## config.mk

```make
export PLATFORM = sky130hd
export DESIGN_NAME = round_robin_ready_queue_unit
export DESIGN_NICKNAME = d
export VERILOG_FILES = /design/src/rtl/core/rrq_pkg.sv /design/src/rtl/core/rrq_datapath.sv /design/src/rtl/core/rrq_ctrl.sv /design/src/rtl/core/round_robin_ready_queue_unit.sv
export SDC_FILE = /design/constraint.sdc
export NUM_CORES = 1
export LEC_CHECK = 0
export ABC_AREA = 1
export BUFFER_PORTS_ARGS = -buffer_cell sky130_fd_sc_hd__buf_2
export CORE_ASPECT_RATIO = 0.6
export CORE_UTILIZATION = 35
export DETAILED_ROUTE_END_ITERATION = 12
export GPL_ROUTABILITY_DRIVEN = 1
export SYNTH_ARGS = -nofsm -noshare
export SYNTH_HDL_FRONTEND = slang
export SYNTH_SLANG_ARGS = --single-unit
```

## constraint.sdc

```tcl
create_clock -name clk -period 7 [get_ports clk]
set_clock_uncertainty 0.1 [all_clocks]
set_input_delay 0.35 -clock clk [delete_from_list [all_inputs] [get_ports clk]]
set_output_delay 0.35 -clock clk [all_outputs]
set_load 0.05 [all_outputs]
```

## src/rtl/core/rrq_pkg.sv

```systemverilog
// Shared types and constants of the round-robin ready queue.
`default_nettype none

package rrq_pkg;

  // Command codes on the command port.
  localparam logic [1:0] CMD_ENQUEUE  = 2'd0;
  localparam logic [1:0] CMD_SCHEDULE = 2'd1;
  localparam logic [1:0] CMD_START    = 2'd2;

  typedef enum logic [2:0] {
    ST_IDLE,
    ST_EXEC,
    ST_SELECT,
    ST_READ,
    ST_POP,
    ST_RESP
  } state_t;

  // Commands from the controller to the datapath.
  typedef struct packed {
    logic load;          // capture the inputs of a new transaction
    logic push_handle;   // append the captured handle
    logic push_running;  // append the current task
    logic set_drop;      // an append failed because the ring is full
    logic load_idle;     // make the idle task current
    logic pop;           // read the front slot and advance the head
    logic take_pop;      // make the slot just read current
  } ctrl_cmd_t;

  // Status from the datapath to the controller.
  typedef struct packed {
    logic [1:0] command;
    logic       still_running;
    logic       running_valid;
    logic       full;
    logic       empty;
  } dp_status_t;

endpackage

`default_nettype wire

```

## src/rtl/core/rrq_datapath.sv

```systemverilog
// Datapath of the ready queue: slot memory, ring pointers, current task and flags.
`default_nettype none

module rrq_datapath #(
  parameter int QUEUE_DEPTH = 16,
  parameter int HANDLE_BITS = 16
) (
  input  wire logic                               clk,
  input  wire logic                               rst,
  input  wire rrq_pkg::ctrl_cmd_t                 cmd,
  output rrq_pkg::dp_status_t                     status,
  input  wire logic [1:0]                         command,
  input  wire logic [HANDLE_BITS-1:0]             task_handle,
  input  wire logic                               current_running,
  input  wire logic                               idle_task_we,
  input  wire logic [HANDLE_BITS-1:0]             idle_task,
  output logic [HANDLE_BITS-1:0]                  current_task,
  output logic                                    current_valid,
  output logic [$clog2(QUEUE_DEPTH+1)-1:0]        queue_count,
  output logic                                    dropped
);

  localparam int IDX_W = $clog2(QUEUE_DEPTH);
  localparam int CNT_W = $clog2(QUEUE_DEPTH + 1);
  localparam logic [IDX_W-1:0] LAST_IDX = IDX_W'(QUEUE_DEPTH - 1);
  localparam logic [CNT_W-1:0] FULL_CNT = CNT_W'(QUEUE_DEPTH);

  logic [HANDLE_BITS-1:0] slots [QUEUE_DEPTH];
  logic [HANDLE_BITS-1:0] slot_rdata;
  logic [IDX_W-1:0]       head;
  logic [IDX_W-1:0]       tail;
  logic [CNT_W-1:0]       count;
  logic [HANDLE_BITS-1:0] running_task;
  logic                   running_valid;
  logic [HANDLE_BITS-1:0] idle_reg;
  logic                   drop;
  logic [1:0]             command_q;
  logic [HANDLE_BITS-1:0] handle_q;
  logic                   still_running_q;
  logic                   push;
  logic [HANDLE_BITS-1:0] push_data;

  assign push      = cmd.push_handle || cmd.push_running;
  assign push_data = cmd.push_running ? running_task : handle_q;

  always_ff @(posedge clk) begin
    if (push) begin
      slots[tail] <= push_data;
    end
    if (cmd.pop) begin
      slot_rdata <= slots[head];
    end
  end

  always_ff @(posedge clk) begin
    if (cmd.load) begin
      command_q       <= command;
      handle_q        <= task_handle;
      still_running_q <= current_running;
    end
  end

  always_ff @(posedge clk) begin
    if (rst) begin
      head          <= '0;
      tail          <= '0;
      count         <= '0;
      running_task  <= '0;
      running_valid <= 1'b0;
      idle_reg      <= '0;
      drop          <= 1'b0;
    end else begin
      if (idle_task_we) begin
        idle_reg <= idle_task;
      end
      if (cmd.load) begin
        drop <= 1'b0;
      end else if (cmd.set_drop) begin
        drop <= 1'b1;
      end
      if (push) begin
        tail  <= (tail == LAST_IDX) ? '0 : tail + 1'b1;
        count <= count + 1'b1;
      end else if (cmd.pop) begin
        head  <= (head == LAST_IDX) ? '0 : head + 1'b1;
        count <= count - 1'b1;
      end
      if (cmd.load_idle) begin
        running_task  <= idle_reg;
        running_valid <= 1'b1;
      end else if (cmd.take_pop) begin
        running_task  <= slot_rdata;
        running_valid <= 1'b1;
      end
    end
  end

  always_comb begin
    status.command       = command_q;
    status.still_running = still_running_q;
    status.running_valid = running_valid;
    status.full          = (count == FULL_CNT);
    status.empty         = (count == '0);
  end

  assign current_task  = running_task;
  assign current_valid = running_valid;
  assign queue_count   = count;
  assign dropped       = drop;

endmodule

`default_nettype wire

```

## src/rtl/core/rrq_ctrl.sv

```systemverilog
// Controller state machine that sequences each command of the ready queue.
`default_nettype none

module rrq_ctrl (
  input  wire logic                clk,
  input  wire logic                rst,
  input  wire logic                start,
  input  wire rrq_pkg::dp_status_t status,
  output rrq_pkg::ctrl_cmd_t       cmd,
  output logic                     busy,
  output logic                     done
);

  rrq_pkg::state_t state;
  rrq_pkg::state_t state_next;

  always_ff @(posedge clk) begin
    if (rst) begin
      state <= rrq_pkg::ST_IDLE;
    end else begin
      state <= state_next;
    end
  end

  always_comb begin
    state_next = state;
    cmd        = '0;
    busy       = 1'b1;
    done       = 1'b0;
    case (state)
      rrq_pkg::ST_IDLE: begin
        busy = 1'b0;
        if (start) begin
          cmd.load   = 1'b1;
          state_next = rrq_pkg::ST_EXEC;
        end
      end
      rrq_pkg::ST_EXEC: begin
        case (status.command)
          rrq_pkg::CMD_ENQUEUE: begin
            if (status.full) begin
              cmd.set_drop = 1'b1;
            end else begin
              cmd.push_handle = 1'b1;
            end
            state_next = rrq_pkg::ST_RESP;
          end
          rrq_pkg::CMD_SCHEDULE: begin
            // The current task goes to the back before the front is taken.
            if (status.running_valid && status.still_running) begin
              if (status.full) begin
                cmd.set_drop = 1'b1;
              end else begin
                cmd.push_running = 1'b1;
              end
            end
            state_next = rrq_pkg::ST_SELECT;
          end
          rrq_pkg::CMD_START: begin
            state_next = status.empty ? rrq_pkg::ST_RESP : rrq_pkg::ST_READ;
          end
          default: begin
            state_next = rrq_pkg::ST_RESP;
          end
        endcase
      end
      rrq_pkg::ST_SELECT: begin
        if (status.empty) begin
          cmd.load_idle = 1'b1;
          state_next    = rrq_pkg::ST_RESP;
        end else begin
          state_next = rrq_pkg::ST_READ;
        end
      end
      rrq_pkg::ST_READ: begin
        cmd.pop    = 1'b1;
        state_next = rrq_pkg::ST_POP;
      end
      rrq_pkg::ST_POP: begin
        cmd.take_pop = 1'b1;
        state_next   = rrq_pkg::ST_RESP;
      end
      rrq_pkg::ST_RESP: begin
        done       = 1'b1;
        state_next = rrq_pkg::ST_IDLE;
      end
      default: begin
        state_next = rrq_pkg::ST_IDLE;
      end
    endcase
  end

endmodule

`default_nettype wire

```

## src/rtl/core/round_robin_ready_queue_unit.sv

```systemverilog
// Top level of the round-robin ready queue task scheduler.
//
// A transaction is taken when start is high while busy is low; its result
// (current task, valid flag, queue count and drop flag) is shown for exactly
// one cycle with done high, and the receiver cannot stall it. From start, an
// enqueue, an unused code or start on an empty queue pass EXEC and RESP;
// schedule onto the idle task EXEC, SELECT and RESP; start with a pop EXEC,
// READ, POP and RESP; schedule with a pop EXEC, SELECT, READ, POP and RESP,
// as the state machine steps through an append and then a pop of the slot
// memory, whose read data is registered. idle_task is to be written by
// idle_task_we only while the block is idle; the block does not enforce this.
`default_nettype none

module round_robin_ready_queue_unit #(
  parameter int QUEUE_DEPTH = 16,
  parameter int HANDLE_BITS = 16
) (
  input  wire logic                               clk,
  input  wire logic                               rst,
  input  wire logic                               start,
  output logic                                    busy,
  input  wire logic [1:0]                         command,
  input  wire logic [HANDLE_BITS-1:0]             task_handle,
  input  wire logic                               current_running,
  input  wire logic                               idle_task_we,
  input  wire logic [HANDLE_BITS-1:0]             idle_task,
  output logic                                    done,
  output logic [HANDLE_BITS-1:0]                  current_task,
  output logic                                    current_valid,
  output logic [$clog2(QUEUE_DEPTH+1)-1:0]        queue_count,
  output logic                                    dropped
);

  rrq_pkg::ctrl_cmd_t  cmd;
  rrq_pkg::dp_status_t status;

  rrq_ctrl u_ctrl (
    .clk    (clk),
    .rst    (rst),
    .start  (start),
    .status (status),
    .cmd    (cmd),
    .busy   (busy),
    .done   (done)
  );

  rrq_datapath #(
    .QUEUE_DEPTH (QUEUE_DEPTH),
    .HANDLE_BITS (HANDLE_BITS)
  ) u_datapath (
    .clk             (clk),
    .rst             (rst),
    .cmd             (cmd),
    .status          (status),
    .command         (command),
    .task_handle     (task_handle),
    .current_running (current_running),
    .idle_task_we    (idle_task_we),
    .idle_task       (idle_task),
    .current_task    (current_task),
    .current_valid   (current_valid),
    .queue_count     (queue_count),
    .dropped         (dropped)
  );

endmodule

`default_nettype wire

```

==> flow_summary.yaml <==
yosys:
  synth-simple-area-share_pct: 13.0
  ys_ff_latch: 341
  synth_warnings: 0
  ys_seq_area_share_pct: 70.4
  synth_compound_area_share_pct: 11.0
  syn_inst: 1207
  yosysTopAreaCell: "edfxtp_1"
  syn_nets: 1259
  synth_top_family_by_area: "simple AND/OR/NAND/NOR gates"
  syn-cell-area_mm2: 0.0138
  synth_xor_area_share_pct: 0.190
  post-synth-top-count-cell: "edfxtp_1"
  async_flop_share_pct: 0
  synthFlopType: "edfxtp_1"
  yosysUniqueCellTypes: 36
  yosys-mux-area-fraction_pct: 0
  synth_common_cells: "edfxtp_1, nor2_1, o21ai_0"
  yosys.area.top_type_share_pct: 63.1
  avgSynthCellArea_um2: 11.5
  synthAdderAreaFrac_pct: 1.23
  synth_edf_count: 291
  synthTopCellsByArea: "edfxtp_1, dfxtp_1, nor2_1, o21ai_0, nand2_1"
sta:
  fin_crit_sh_pct: 42.4
  worst_pin_slew_ns: 1.25
  fin_crit_ns: 2.97
  finalSetupViolCount: 0
  max_freq_ghz: 0.337
  hold_viol: 0
  tns_ns: 0
  drv_slew: 0
  rsz0062_at_grt: "false"
  relSlewSlack_pct: 16.6
placement:
  io_buffers: 63
  dp_hpwl_um: 20600
  place_area_mm2: 0.0148
  gp_congestion: 0.830
grt:
  antenna_found_initial: 0
  track_usage_pct: 16.7
  grt_pass1_vias: 8887
  grt_max_degree: 86
  grt_pass1_wl_um: 51800
  overflow: 0
route:
  drt_iter0_markers: 932
  drt-total-wl_um: 33500
  vias: 9127
  first_pass_iters: 5
  wl_per_cell_um: 18.2
  drt-vias-per-instance: 4.95
  drc: 0
  ant_nets: 0
setup_path:
  path_depth: 8
  critPathMaxStageDelay_ns: 0.66
  reg2reg_depth: 8
  crit_arrival_ns: 3.19
  critPathMaxFanout: 85
  startpoint: "u_datapath.head[0]"
  cp_common_cell: "nand2_1"
  r2r_start: "u_datapath.head[0]"
  cp_cell_sequence: "clkinv_2 > buf_4 > o21ai_0 > o21ai_0 > nand2_1 > nand2_1 > inv_1 > nand2_1"
  cp_top_family: "buffers and inverters"
  path_class: "register to register"
  start_kind: "register"
  end_kind: "register"
  crit_buf_inv: 3
  slowest_stage: "dfxtp_4"
  cp.required_ns: 7.22
power_and_ir_drop:
  pwr-share-clk_pct: 37.6
  cellPowerDensity_mw_per_mm2: 269
  p_total_mw: 4.31
  pwr-share-comb_pct: 8.8
  internal_power_mw: 3.29
  p_leak_nw: 5.68
  ir_worst_vdd_mv: 0.183
  power.switching_mw: 1.01
  swShare_pct: 23.5
  seqPwrFrac_pct: 53.6
final_layout:
  design_area_mm2: 0.0160
  top_register: "u_datapath.slots"
  final_layout_size_suffix_gt1_share_pct: 12.2
  final_nets: 1364
  largest_register_ffs: 256
  n_antenna_cell: 0
  area_growth_pct: 15.9
  fillers: 3597
die:
  row_count: 55
  die_h_um: 156
  ios: 64
  start_util_pct: 36.1
  core_mm2: 0.0383
  fp.dieArea_mm2: 0.0404
  die_w_um: 259
clock_tree:
  cts_hold_buf: 36
  cts.clk_slew.worst_paths_ns: 0.07
  cts_post_setup_buffers_inserted: 0
  clock-sinks: 341
  cts_resized: 0
  cts_made_buffers: 29
  worstSkewPairLatency_ns: 0.56
  cts_root_buf: "clkbuf_16"
  ctsHtreeMaxLevel: 1
  cts_tree: "built"
  cts_buffer_depth: 3
job:
  max_cap_viol_count: 0
status:
  status: "complete, no violations"
hold_path:
  min_from: "rst"
  min_path_cells: 2
  hp-class: "input pin to register"
power by group through the flow:
stage	Sequential [mW]	Combinational [mW]	Clock, mW
floorplan	2.39	0.197	0
global placement	2.35	0.355	0
detailed placement	2.35	0.362	0
CTS	2.31	0.380	1.65
global route	2.31	0.420	1.73
finish	2.31	0.381	1.62
routing by layer:
layer	track usage, %	vias to the layer above	wire length, um
li1	-	4403	-
met1	26.7	4450	17500
met2	23.7	235	13500
met3	2.84	39	1970
met4	2.82	0	482
met5	0	-	0
logic make-up (layout without fill, tap and decap cells):
kind of cell	count (synthesis)	in the layout
buf+inv	124	249
fa+ha+maj	13	13
simple gates	447	447
flops	341	341
xor+xnor	3	3
compound gates	279	279
final timing paths:
path | end | slack (ns)
worst min-delay path | u_datapath.current_task[9] | 0.16
worst max-delay path | u_datapath.slot_rdata[11] | 4.03
worst max register to register | u_datapath.slot_rdata[11] | 4.03
worst min register to register | u_datapath.current_task[0] | 0.39
layout by cell type (no fill, tap or decap), types with 4 or more instances in the layout:
cell type / count
nor2_2: 4
inv_2: 5
edfxtp_1: 291
buf_4: 37
a21boi_0: 15
clkinv_1: 8
ha_1: 12
a21oi_1: 24
nand2_1: 138
inv_1: 54
clkbuf_16: 29
bufinv_16: 4
buf_2: 63
nand3_1: 30
nor2_4: 6
o21ai_0: 152
o21ai_1: 50
clkbuf_1: 7
clkinv_2: 4
o211ai_1: 32
nor2_1: 258
dfxtp_1: 48
dlygate4sd3_1: 36
final cells by class:
| class | count | area (um2) | share of cell area (%) |
|---|---|---|---|
| clock inverters | 15 | 174 | 1.08 |
| repair buffers | 136 | 953 | 5.94 |
| flip-flops and latches | 341 | 9750 | 60.8 |
| multi-input cells | 742 | 3540 | 22.0 |
| clock buffers | 36 | 752 | 4.69 |
| well taps | 513 | 642 | 4.00 |
| inverters | 62 | 234 | 1.46 |
metrics by stage:
step | hold WS (ns) | instances | setup WS (ns) | utilization [%]
after floorplan | 0.328 | 1207 | 4.53 | -
after global placement | 0.371 | 1758 | 4.01 | 38.5
after detailed placement | 0.379 | 1758 | 4.01 | 38.5
after CTS | 0.146 | 1845 | 4.00 | 41.8
after global routing | 0.159 | 1845 | 3.72 | 41.8
final | 0.158 | 1845 | 4.03 | 41.8
No activity file was read; power rests on OpenSTA's default activity.
